===== src/design/bmmg_pkg.sv =====
// Shared types, constants and tables for the button mouse motion generator.
// No dependencies; every other design file imports it.
package bmmg_pkg;

	localparam int NUM_DIRS   = 4;
	localparam int DIR_BTNS   = 4;
	localparam int PHASE_BITS = 16;
	localparam int FRAC_BITS  = PHASE_BITS - 3;
	localparam int SPEED_W    = 4;
	localparam int SUM_W      = 9;
	localparam int ANGLES     = 64;

	localparam longint unsigned STEP_VAL = ((64'd1 << FRAC_BITS) + 64'd10) / 64'd20;
	localparam longint unsigned WRAP_VAL =
		(64'd628318 * (64'd1 << FRAC_BITS) + 64'd50000) / 64'd100000;

	localparam logic [PHASE_BITS-1:0] PHASE_STEP = PHASE_BITS'(STEP_VAL);
	localparam logic [PHASE_BITS-1:0] PHASE_WRAP = PHASE_BITS'(WRAP_VAL);

	localparam logic signed [SUM_W-1:0] SUM_MAX = SUM_W'(127);
	localparam logic signed [SUM_W-1:0] SUM_MIN = -SUM_W'(127);

	// Quarter-wave sine in Q12
	localparam logic [12:0] QSIN [17] = '{
		13'd0, 13'd401, 13'd799, 13'd1189, 13'd1567, 13'd1931, 13'd2276, 13'd2598,
		13'd2896, 13'd3166, 13'd3406, 13'd3612, 13'd3784, 13'd3920, 13'd4017,
		13'd4076, 13'd4096
	};

	// Angle k starts at the smallest phase with phase*64 >= k*wrap
	typedef logic [PHASE_BITS-1:0] thr_tab_t [ANGLES];

	function automatic thr_tab_t build_thr();
		thr_tab_t t;
		longint unsigned v;
		for (int k = 0; k < ANGLES; k++) begin
			v = (longint'(k) * WRAP_VAL + 64'd63) >> 6;
			t[k] = PHASE_BITS'(v);
		end
		return t;
	endfunction

	localparam thr_tab_t ANGLE_THR = build_thr();

	typedef enum logic [2:0] {
		REG_TICK    = 3'd0,
		REG_TIER1   = 3'd1,
		REG_TIER2   = 3'd2,
		REG_TIER3   = 3'd3,
		REG_TIER4   = 3'd4,
		REG_LOCKOUT = 3'd5,
		REG_AMP     = 3'd6
	} reg_idx_t;

	typedef struct packed {
		logic [7:0]  tick_ms;
		logic [15:0] tier1_ms;
		logic [15:0] tier2_ms;
		logic [15:0] tier3_ms;
		logic [15:0] tier4_ms;
		logic [9:0]  lockout_ticks;
		logic [3:0]  amplitude;
	} cfg_t;

	// Per-request control fanned out to the lanes
	typedef struct packed {
		logic accept;
		logic manual;
	} lane_ctl_t;

	// Stage 1 payload passed to the merge stage
	typedef struct packed {
		logic                  report;
		logic                  circle;
		logic [PHASE_BITS-1:0] phase;
	} stage_t;

	typedef struct packed {
		logic       mode_led;
		logic [7:0] move_y;
		logic [7:0] move_x;
		logic       report_valid;
	} result_t;

endpackage


===== src/design/bmmg_regs.sv =====
// APB-style register file holding the tick, tier, lockout and amplitude settings.
// Depends on bmmg_pkg.
module bmmg_regs import bmmg_pkg::*; (
	input  logic        clk,
	input  logic        arst_n,
	input  logic        psel,
	input  logic        penable,
	input  logic        pwrite,
	input  logic [4:0]  paddr,
	input  logic [31:0] pwdata,
	output logic [31:0] prdata,
	output logic        pready,
	output cfg_t        cfg
);

	cfg_t     cfg_q;
	reg_idx_t idx;
	logic     wr;

	assign pready = 1'b1;
	assign idx    = reg_idx_t'(paddr[4:2]);
	assign wr     = psel & penable & pwrite & pready;
	assign cfg    = cfg_q;

	always_ff @(posedge clk or negedge arst_n) begin
		if (!arst_n) begin
			cfg_q.tick_ms       <= 8'd2;
			cfg_q.tier1_ms      <= 16'd250;
			cfg_q.tier2_ms      <= 16'd500;
			cfg_q.tier3_ms      <= 16'd1000;
			cfg_q.tier4_ms      <= 16'd2000;
			cfg_q.lockout_ticks <= 10'd100;
			cfg_q.amplitude     <= 4'd3;
		end else if (wr) begin
			case (idx)
				REG_TICK:    cfg_q.tick_ms       <= pwdata[7:0];
				REG_TIER1:   cfg_q.tier1_ms      <= pwdata[15:0];
				REG_TIER2:   cfg_q.tier2_ms      <= pwdata[15:0];
				REG_TIER3:   cfg_q.tier3_ms      <= pwdata[15:0];
				REG_TIER4:   cfg_q.tier4_ms      <= pwdata[15:0];
				REG_LOCKOUT: cfg_q.lockout_ticks <= pwdata[9:0];
				REG_AMP:     cfg_q.amplitude     <= pwdata[3:0];
				default: ;
			endcase
		end
	end

	always_comb begin
		case (idx)
			REG_TICK:    prdata = {24'd0, cfg_q.tick_ms};
			REG_TIER1:   prdata = {16'd0, cfg_q.tier1_ms};
			REG_TIER2:   prdata = {16'd0, cfg_q.tier2_ms};
			REG_TIER3:   prdata = {16'd0, cfg_q.tier3_ms};
			REG_TIER4:   prdata = {16'd0, cfg_q.tier4_ms};
			REG_LOCKOUT: prdata = {22'd0, cfg_q.lockout_ticks};
			REG_AMP:     prdata = {28'd0, cfg_q.amplitude};
			default:     prdata = 32'd0;
		endcase
	end

endmodule


===== src/design/bmmg_lane.sv =====
// One direction lane: hold-time tracker and speed tier select.
// Depends on bmmg_pkg.
module bmmg_lane import bmmg_pkg::*; (
	input  logic               clk,
	input  logic               arst_n,
	input  lane_ctl_t          ctl,
	input  logic               pressed,
	input  cfg_t               cfg,
	output logic [SPEED_W-1:0] speed_s1
);

	logic [15:0]        hold_q;
	logic               track_q;
	logic [16:0]        hold_sum;
	logic [15:0]        hold_adv;
	logic [15:0]        hold_eff;
	logic [SPEED_W-1:0] speed;

	// while a press is tracked, wall time advances on every accepted request, saturating
	assign hold_sum = {1'b0, hold_q} + 17'(cfg.tick_ms);
	assign hold_adv = !track_q ? hold_q : (hold_sum[16] ? 16'hFFFF : hold_sum[15:0]);
	// a fresh press starts from zero
	assign hold_eff = track_q ? hold_adv : 16'd0;

	always_comb begin
		if (hold_eff > cfg.tier4_ms)      speed = SPEED_W'(8);
		else if (hold_eff > cfg.tier3_ms) speed = SPEED_W'(5);
		else if (hold_eff > cfg.tier2_ms) speed = SPEED_W'(4);
		else if (hold_eff > cfg.tier1_ms) speed = SPEED_W'(2);
		else                              speed = SPEED_W'(1);
	end

	always_ff @(posedge clk or negedge arst_n) begin
		if (!arst_n) begin
			hold_q  <= 16'd0;
			track_q <= 1'b0;
		end else if (ctl.accept) begin
			if (ctl.manual) begin
				if (pressed) begin
					track_q <= 1'b1;
					hold_q  <= hold_eff;
				end else begin
					track_q <= 1'b0;
					hold_q  <= 16'd0;
				end
			end else begin
				hold_q <= hold_adv;
			end
		end
	end

	always_ff @(posedge clk) begin
		if (ctl.accept) begin
			speed_s1 <= (ctl.manual && pressed) ? speed : '0;
		end
	end

endmodule


===== src/design/bmmg_merge.sv =====
// Merge stage: sums lane speeds per axis for manual mode, or maps the
// circle phase to scaled cos/sin. Depends on bmmg_pkg.
module bmmg_merge import bmmg_pkg::*; (
	input  stage_t                            stage,
	input  logic [NUM_DIRS-1:0][SPEED_W-1:0]  speeds,
	input  logic [3:0]                        amplitude,
	output result_t                           result
);

	logic signed [SUM_W-1:0] sx, sy, cx, cy;
	logic [5:0]              ang, ang_c, cand;
	logic [12:0]             mag_x, mag_y;
	logic [16:0]             prod_x, prod_y;
	logic [7:0]              px, py;
	logic [7:0]              man_x, man_y, cir_x, cir_y;

	// per-axis sum of lane speeds
	always_comb begin
		sx = '0;
		sy = '0;
		for (int i = 0; i < NUM_DIRS; i++) begin
			case (2'(i))
				2'd0:    sy = sy - SUM_W'(speeds[i]);
				2'd1:    sy = sy + SUM_W'(speeds[i]);
				2'd2:    sx = sx - SUM_W'(speeds[i]);
				2'd3:    sx = sx + SUM_W'(speeds[i]);
				default: ;
			endcase
		end
		cx = (sx > SUM_MAX) ? SUM_MAX : ((sx < SUM_MIN) ? SUM_MIN : sx);
		cy = (sy > SUM_MAX) ? SUM_MAX : ((sy < SUM_MIN) ? SUM_MIN : sy);
		man_x = 8'(cx);
		man_y = 8'(cy);
	end

	// angle index by binary search over the threshold table, MSB first
	always_comb begin
		ang = '0;
		for (int b = 5; b >= 0; b--) begin
			cand = ang | (6'd1 << b);
			if (stage.phase >= ANGLE_THR[cand]) ang = cand;
		end
	end

	// cos is sine a quarter turn ahead
	assign ang_c = ang + 6'd16;

	always_comb begin
		mag_x  = ang_c[4] ? QSIN[5'd16 - {1'b0, ang_c[3:0]}] : QSIN[{1'b0, ang_c[3:0]}];
		mag_y  = ang[4]   ? QSIN[5'd16 - {1'b0, ang[3:0]}]   : QSIN[{1'b0, ang[3:0]}];
		prod_x = 17'(amplitude) * 17'(mag_x);
		prod_y = 17'(amplitude) * 17'(mag_y);
		px     = {3'd0, prod_x[16:12]};
		py     = {3'd0, prod_y[16:12]};
		cir_x  = ang_c[5] ? -px : px;
		cir_y  = ang[5]   ? -py : py;
	end

	always_comb begin
		result.report_valid = stage.report;
		result.mode_led     = stage.circle;
		if (!stage.report) begin
			result.move_x = 8'd0;
			result.move_y = 8'd0;
		end else if (stage.circle) begin
			result.move_x = cir_x;
			result.move_y = cir_y;
		end else begin
			result.move_x = man_x;
			result.move_y = man_y;
		end
	end

endmodule


===== src/design/button_mouse_motion_generator.sv =====
// Button mouse motion generator: one report per tick request.
// A request goes through the stage 1 register, then the output register;
// throughput one request per cycle while m_tready keeps the output moving.
// An output register and the stage 1 register each advance when free.
// Reset (arst_n low, async): manual mode, button released, no holds,
// phase and lockout zero, registers at their defaults; both stages empty.
module button_mouse_motion_generator import bmmg_pkg::*; (
	input  logic        clk,
	input  logic        arst_n,
	// tick request
	input  logic        s_tvalid,
	output logic        s_tready,
	input  logic [7:0]  s_tdata,   // [3:0] dir_pressed, [4] mode_level, [5] host_ready
	// report
	output logic        m_tvalid,
	input  logic        m_tready,
	output logic [23:0] m_tdata,   // [0] report_valid, [8:1] move_x, [16:9] move_y,
	                               // [17] mode_led
	// configuration
	input  logic        psel,
	input  logic        penable,
	input  logic        pwrite,
	input  logic [4:0]  paddr,
	input  logic [31:0] pwdata,
	output logic [31:0] prdata,
	output logic        pready
);

	cfg_t cfg;

	bmmg_regs u_regs (
		.clk     (clk),
		.arst_n  (arst_n),
		.psel    (psel),
		.penable (penable),
		.pwrite  (pwrite),
		.paddr   (paddr),
		.pwdata  (pwdata),
		.prdata  (prdata),
		.pready  (pready),
		.cfg     (cfg)
	);

	// ---------------------------------------------------------------
	// Handshake: each stage moves when the one after it has room
	// ---------------------------------------------------------------
	logic    valid_s1;
	logic    out_valid_q;
	result_t out_data_q;
	logic    out_ready;
	logic    s1_ready;
	logic    accept;

	assign out_ready = !out_valid_q || m_tready;
	assign s1_ready  = !valid_s1 || out_ready;
	assign s_tready  = s1_ready;
	assign accept    = s_tvalid && s_tready;

	// ---------------------------------------------------------------
	// Mode button, lockout and circle phase
	// ---------------------------------------------------------------
	logic [3:0]            dir_pressed;
	logic                  mode_level, host_ready;
	logic                  circle_q, prev_level_q;
	logic [9:0]            lockout_q;
	logic [PHASE_BITS-1:0] phase_q;

	logic                  locked, fall, blocked, report, circle_nxt;
	logic [PHASE_BITS-1:0] phase_add, phase_nxt;

	assign dir_pressed = s_tdata[3:0];
	assign mode_level  = s_tdata[4];
	assign host_ready  = s_tdata[5];

	// during lockout nothing is sampled: no toggle, no report
	assign locked     = lockout_q != 10'd0;
	assign fall       = !locked && !mode_level && prev_level_q;
	// a toggle with zero lockout still reports on the same tick
	assign blocked    = fall && (cfg.lockout_ticks != 10'd0);
	assign report     = !locked && !blocked && host_ready;
	assign circle_nxt = circle_q ^ fall;

	// step, then wrap once
	assign phase_add = phase_q + PHASE_STEP;
	assign phase_nxt = (phase_add >= PHASE_WRAP) ? (phase_add - PHASE_WRAP) : phase_add;

	always_ff @(posedge clk or negedge arst_n) begin
		if (!arst_n) begin
			circle_q     <= 1'b0;
			prev_level_q <= 1'b1;
			lockout_q    <= 10'd0;
			phase_q      <= '0;
		end else if (accept) begin
			if (locked) begin
				lockout_q <= lockout_q - 10'd1;
			end else begin
				prev_level_q <= mode_level;
				if (fall) begin
					circle_q  <= circle_nxt;
					lockout_q <= cfg.lockout_ticks;
				end
				if (report && circle_nxt) begin
					phase_q <= phase_nxt;
				end
			end
		end
	end

	// ---------------------------------------------------------------
	// Direction lanes: one hold tracker per button, side by side
	// ---------------------------------------------------------------
	lane_ctl_t                        lane_ctl;
	logic [NUM_DIRS-1:0][SPEED_W-1:0] speed_s1;

	assign lane_ctl.accept = accept;
	assign lane_ctl.manual = report && !circle_nxt;

	for (genvar i = 0; i < NUM_DIRS; i++) begin : g_lane
		logic pressed;
		if (i < DIR_BTNS) begin : g_btn
			assign pressed = dir_pressed[i];
		end else begin : g_none
			// directions beyond the four buttons stay released
			assign pressed = 1'b0;
		end
		bmmg_lane u_lane (
			.clk      (clk),
			.arst_n   (arst_n),
			.ctl      (lane_ctl),
			.pressed  (pressed),
			.cfg      (cfg),
			.speed_s1 (speed_s1[i])
		);
	end

	// ---------------------------------------------------------------
	// Stage 1 register
	// ---------------------------------------------------------------
	stage_t stage_s1;

	always_ff @(posedge clk or negedge arst_n) begin
		if (!arst_n) begin
			valid_s1 <= 1'b0;
		end else if (s1_ready) begin
			valid_s1 <= accept;
		end
	end

	always_ff @(posedge clk) begin
		if (accept) begin
			stage_s1.report <= report;
			stage_s1.circle <= circle_nxt;
			stage_s1.phase  <= phase_nxt;
		end
	end

	// ---------------------------------------------------------------
	// Merge and output register
	// ---------------------------------------------------------------
	result_t merged;

	bmmg_merge u_merge (
		.stage     (stage_s1),
		.speeds    (speed_s1),
		.amplitude (cfg.amplitude),
		.result    (merged)
	);

	always_ff @(posedge clk or negedge arst_n) begin
		if (!arst_n) begin
			out_valid_q <= 1'b0;
		end else if (out_ready) begin
			out_valid_q <= valid_s1;
		end
	end

	always_ff @(posedge clk) begin
		if (out_ready && valid_s1) begin
			out_data_q <= merged;
		end
	end

	assign m_tvalid = out_valid_q;
	assign m_tdata  = {6'd0, out_data_q};

endmodule

===== config.mk =====
export PLATFORM = sky130hd
export DESIGN_NAME = button_mouse_motion_generator
export DESIGN_NICKNAME = d
export VERILOG_FILES = /design/src/design/bmmg_pkg.sv /design/src/design/bmmg_regs.sv /design/src/design/bmmg_lane.sv /design/src/design/bmmg_merge.sv /design/src/design/button_mouse_motion_generator.sv
export SDC_FILE = /design/constraint.sdc
export NUM_CORES = 1
export LEC_CHECK = 0
export BUFFER_PORTS_ARGS = -buffer_cell sky130_fd_sc_hd__buf_4
export CAP_MARGIN = 20
export CORE_MARGIN = 2
export CORE_UTILIZATION = 40
export CTS_CLUSTER_DIAMETER = 30
export CTS_CLUSTER_SIZE = 30
export DETAILED_ROUTE_END_ITERATION = 10
export SYNTH_ARGS = -nofsm -noshare
export SYNTH_HDL_FRONTEND = slang
export SYNTH_SLANG_ARGS = --single-unit
export TNS_END_PERCENT = 50

===== constraint.sdc =====
create_clock -name clk -period 56.9 [get_ports clk]
set_input_delay 11.38 -clock clk [delete_from_list [all_inputs] [get_ports clk]]
set_output_delay 11.38 -clock clk [all_outputs]
set_load 0.02 [all_outputs]

==> results of run 1 <==
## worst min-delay path by stage
| stage | from | slack, ns | endpoint |
|---|---|---|---|
| global placement | valid_s1 | 0.46 | m_tvalid |
| global route | valid_s1 | 0.50 | m_tvalid |
| floorplan | valid_s1 | 0.45 | m_tvalid |
| finish | valid_s1 | 0.47 | m_tvalid |
| CTS | valid_s1 | 0.47 | m_tvalid |
| detailed placement | valid_s1 | 0.46 | m_tvalid |
## layer usage
layer	up-vias	global-route usage	part of all wire
li1	11070	-	-
met1	10640	0.3201	0.46
met2	592	0.3810	0.46
met3	119	0.03310	0.052
met4	0	0.08398	0.029
met5	-	0	0
## stage by stage
stage,std cells,setup slack [ns],cell area (um^2)
after detailed placement,3895,32.16,26920
after floorplan,3088,32.53,25750
after CTS,4019,32.11,29340
final,4022,32.13,29350
after global placement,3895,32.10,26920
after global routing,4022,31.98,29350
## area by class of cell
type | instances | area (um^2) | share of cell area
Multi-Input combinational cell | 2511 | 18230 | 0.6211
Sequential cell | 234 | 6150 | 0.2095
Clock buffer | 91 | 1911 | 0.06510
Tap cell | 846 | 1059 | 0.03606
Inverter | 216 | 815.8 | 0.02779
Timing Repair Buffer | 89 | 674.4 | 0.02298
Clock inverter | 33 | 508.0 | 0.01731
Antenna cell | 2 | 5.005 | 0.0001705
## synthesized netlist by cell type (all sizes together), types with 30 or more instances
| cell | count |
|---|---|
| xnor2 | 62 |
| clkbuf | 84 |
| nand4 | 76 |
| nand2 | 290 |
| a21o | 59 |
| edfxtp | 51 |
| o21ai | 270 |
| a21oi | 222 |
| nand3 | 53 |
| inv | 214 |
| dfrtp | 152 |
| nor2b | 87 |
| o21a | 66 |
| mux2 | 60 |
| ha | 420 |
| dfstp | 31 |
| and2 | 63 |
| fa | 48 |
| nand2b | 60 |
| nor2 | 255 |
| buf | 43 |
| xor2 | 30 |
| nor3 | 49 |
## sequential cells by signal, indices dropped and copies added (netlist names)
| name | count |
|---|---|
| circle_q | 1 |
| g_lane.u_lane.hold_q | 64 |
| g_lane.u_lane.speed_s1 | 16 |
| g_lane.u_lane.track_q | 4 |
| lockout_q | 10 |
| m_tdata | 18 |
| m_tvalid | 1 |
| phase_q | 15 |
| prev_level_q | 1 |
| stage_s1 | 17 |
| u_regs.cfg | 86 |
| valid_s1 | 1 |
## report_power, final
group	internal [W]	switching [W]
Combinational	0.000247	0.000382
Clock	0.000281	0.000117
Sequential	0.000208	0.0000317
Total	0.000736	0.000531
## kinds of logic after synthesis
group	synth area share
flops	0.2395
simple gates	0.1945
xor+xnor	0.03138
mux	0.04089
other cells	0.0002925
buf+inv	0.05409
compound gates	0.1969
fa+ha+maj	0.2425
==> impl_metrics.toml, run 1 <==
[setup_path]
worst_setup_path_start_kind = "primary input"
cp-endpoint = "prdata[15]"
worst-path-buf-inv = 2
cp_max_fo = 43
worstPathArrival_ns = 13.39
crit_top_cell = "buf_4"
path_class = "in2out"
crit_chain = "buf_4 > nor2b_1 > a22oi_1 > o21ai_0 > buf_4"
critical_path_depth = 5
cpMaxStageDelayCell = "nor2b_1"
rrSetupSlack_ns = 36.60
r2r_start = "stage_s1[5]"
cp-startpoint = "paddr[2]"
cp-end-kind = "output pin"
r2r_cells = 77
cp_top_family = "simple AND/OR/NAND/NOR gates"
critPathMaxStageDelay_ns = 0.84
r2r-end = "m_tdata[5]"
crit_required_ns = 45.52

[sta]
slew_viol_final = 0
finalClockSkew_ns = 0.02216
tns_ns = 0
setup_viol = 0
period_minus_slack_ns = 24.77
hold_ws_ns = 0.4718
post-route-period-util = 0.4353
hold_viol = 0
worstMarginPinSlew_ns = 1.063
relSlewSlack = 0.2851
fmax_mhz = 40.37
rsz0062_at_grt = "no"

[die]
die_x_um = 257.4
fp.coreArea_um2 = 63310
start_util = 0.4056
ioPinCount = 111
core.rowCount = 92
dieHeight_um = 257.4
dieArea_um2 = 66230

[clock_network]
cts_tree = "yes"
cts_buffers = 69
clkTransAtPathRegs_ns = 0.04
cts_num_sinks = 234
cts.htree.levels = 3
postCtsSetupBuffers = 0
ctsRootBufferMaster = "clkbuf_16"
cts_resized = 0
clkLatencyLatePin_ns = 0.59
clockBufferDepth = 3
ctsHoldBuffers = 0

[pwr]
power.leakage_nw = 14.04
design_power_total_w = 0.001267
powerDensity_nw_per_um2 = 43.17
peakVddDrop_mv = 0.02169

[synthesis]
avgSynthCellArea_um2 = 8.372
synthesis.area_um2 = 25680
synthTopCellsByArea = "ha_1, dfrtp_1, edfxtp_1"
yosysSeqAreaShare = 0.2395
synth_top_area_frac = 0.2047
synth_edf_count = 51
yosysWarnings = 0
synth.largest_area_cell = "ha_1"
synthDistinctLibCells = 93
synthFlopType = "dfrtp_1"
syn_inst = 3067
synthArstFlopShare = 0.7821
ys_ff_latch = 234

[global_route]
grt_start_max_net_pins = 70
grt_antenna_before_repair = 2
grt_pass1_wl_um = 122600
grtUsageTotal = 0.2354
overflow = 0
grt_pass1_vias = 21350

[detailed_routing]
dr.pass1.iters = 6
wl_per_cell_um = 19.54
viasPerCell = 5.574
drtAntennaViolNets = 0
finalWirelength_um = 78580
drt_iter0_drc = 1678
via_count = 22420
drc = 0

[min_path]
min_path_cells = 1
hp-class = "reg2reg"

[final_layout]
utilization = 0.4636
mostFrequentLayoutCell = "ha_1"
drive_gt1_frac = 0.1021
final_nets = 3641
final_cell_mix = "ha_1, nand2_1, o21ai_0, nor2_1, a21oi_1"
syn_to_final_growth_pct = 14.31
fillers = 6280

[placed_design]
port_buffers = 67
hpwl_um = 59710
gp_congestion = 0.9272

[outcome]
status = "completed"

[flow_run]
cap_violations = 0
No activity file was read; power rests on OpenSTA's default activity.
==> inputs of run 2 (changes only) <==
- clock period: 56.9 -> 24.1 ns (I/O delays scaled with it)
==> run 2 against run 1 <==
Register-to-register slack lost 33 ns. Cell count increased by 0.12%. Die area did not move. Power increased by 140%.
==> impl_metrics.toml, run 2 (same netlist as run 1, synthesis figures left out) <==
[sta]
post-route-period-util = 0.8338
relSlewSlack = 0.2289
rsz0062_at_grt = "no"
hold_viol = 0
hold_ws_ns = 0.4800
tns_ns = 0
slew_viol_final = 0
setup_viol = 0
worstMarginPinSlew_ns = 1.146
period_minus_slack_ns = 20.10
fmax_mhz = 49.76
fin_ws_ns = 4.004
finalClockSkew_ns = 0.04581

[pwr]
p_int_w = 0.001740
netSwitchingFraction = 0.4195
p_seq_frac = 0.189
switching_power_w = 0.001257
power.leakage_nw = 14.11
peakVddDrop_mv = 0.05900
comb_power_share = 0.494
powerDensity_nw_per_um2 = 101.8
clock_power_share = 0.317

[detailed_routing]
viasPerCell = 5.544
finalWirelength_um = 77820
via_count = 22330
wl_met1_um = 35950
wl_per_cell_um = 19.32
wl_met3_um = 3440
drc = 0
drtAntennaViolNets = 0
dr_wl_met2_um = 35940
dr.pass1.iters = 5
drt_iter0_drc = 1513
routed.top_layer = "met4"

[clock_network]
postCtsSetupBuffers = 0
ctsHoldBuffers = 0
clockBufferDepth = 3
cts_resized = 0
clkTransAtPathRegs_ns = 0.05
clkLatencyLatePin_ns = 0.60
cts_buffers = 70
cts.htree.levels = 3
cts_tree = "yes"
cts_num_sinks = 234
ctsRootBufferMaster = "clkbuf_16"

[setup_path]
r2r_start = "stage_s1[5]"
crit_top_cell = "ha_1"
worst_setup_path_start_kind = "flop"
crit_required_ns = 24.47
worstPathArrival_ns = 20.47
cp_max_fo = 61
r2r_cells = 73
cpMaxStageDelayCell = "nor4_1"
path_class = "reg2reg"
critPathMaxStageDelay_ns = 0.77
r2r-end = "m_tdata[5]"
rrSetupSlack_ns = 4.00
cp-end-kind = "flop"

[global_route]
grtUsageTotal = 0.2341
overflow = 0
grt_start_max_net_pins = 69
grt_pass1_wl_um = 122900
grt_pass1_vias = 21440
grt_antenna_before_repair = 1

[die]
core.rowCount = 92
dieArea_um2 = 66230
fp.coreArea_um2 = 63310
start_util = 0.4056
die_x_um = 257.4
ioPinCount = 111
dieHeight_um = 257.4

[final_layout]
final_cell_mix = "ha_1, nand2_1, o21ai_0, nor2_1, a21oi_1"
mostFrequentLayoutCell = "ha_1"
utilization = 0.4649
fin_area_um2 = 29440
drive_gt1_frac = 0.1035
largest_register_ffs = 86
fillers = 6272
syn_to_final_growth_pct = 14.64
final_nets = 3642

[placed_design]
place_area_um2 = 26920
gp_congestion = 0.9303
port_buffers = 67
dp_slack_ns = 4.212
hpwl_um = 60060

[min_path]
min_path_cells = 2
hold-path-endpoint = "g_lane[1].u_lane.hold_q[7]"
hp-class = "reg2reg"
hold_start = "g_lane[1].u_lane.hold_q[7]"

[outcome]
status = "completed"

[flow_run]
cap_violations = 0
## run 2: final cells by class
type                            count  area, um^2  area share
Antenna cell                        1       2.502  0.00008501
Inverter                          216       815.8     0.02771
Clock buffer                      101        2039     0.06929
Sequential cell                   234        6150      0.2089
Timing Repair Buffer               89       674.4     0.02291
Clock inverter                     29       466.7     0.01585
Multi-Input combinational cell   2511       18230      0.6193
Tap cell                          846        1059     0.03596
## run 2: worst max path at each step
| stage | start | to | slack [ns] | cells after the start |
|---|---|---|---|---|
| floorplan | stage_s1[5] | m_tdata[13] | 5.12 | 86 |
| global placement | stage_s1[5] | m_tdata[5] | 4.18 | 74 |
| detailed placement | stage_s1[5] | m_tdata[5] | 4.21 | 73 |
| CTS | stage_s1[5] | m_tdata[5] | 4.19 | 72 |
| global route | stage_s1[5] | m_tdata[5] | 2.64 | 74 |
| finish | stage_s1[5] | m_tdata[5] | 4.00 | 73 |
## run 2: per-stage QoR
step | std cells | total power, W
6_report | 4027 | 0.002997
3_5_place_dp | 3895 | 0.002038
3_3_place_gp | 3895 | 0.002020
5_1_grt | 4027 | 0.003249
2_1_floorplan | 3088 | 0.001648
4_1_cts | 4025 | 0.003012
## run 2: per-layer routing
| layer | vias to the layer above | track usage |
|---|---|---|
| met2 | 588 | 0.3863 |
| li1 | 11090 | - |
| met4 | 0 | 0.08301 |
| met5 | - | 0 |
| met1 | 10530 | 0.3152 |
| met3 | 120 | 0.02857 |
## run 2: worst max-delay path: cells and delay by family (launching register included)
kind                       cells  cell delay, ns
buffers and inverters         10            2.10
DFF                            1            0.52
xor gates and xnor gates       3            0.61
AOI/OAI and AO/OA             23            6.42
muxes                          1            0.08
and+or+nand+nor               22            4.75
adders and majority gates     14            5.29
## run 2: power groups by stage
stage	sequential [W]	combinational (W)	clock, W
after global routing	0.000577	0.00168	0.000990
after CTS	0.000566	0.00148	0.000967
after detailed placement	0.000570	0.00147	0
after global placement	0.000569	0.00145	0
final	0.000566	0.00148	0.000950
after floorplan	0.000543	0.00110	0
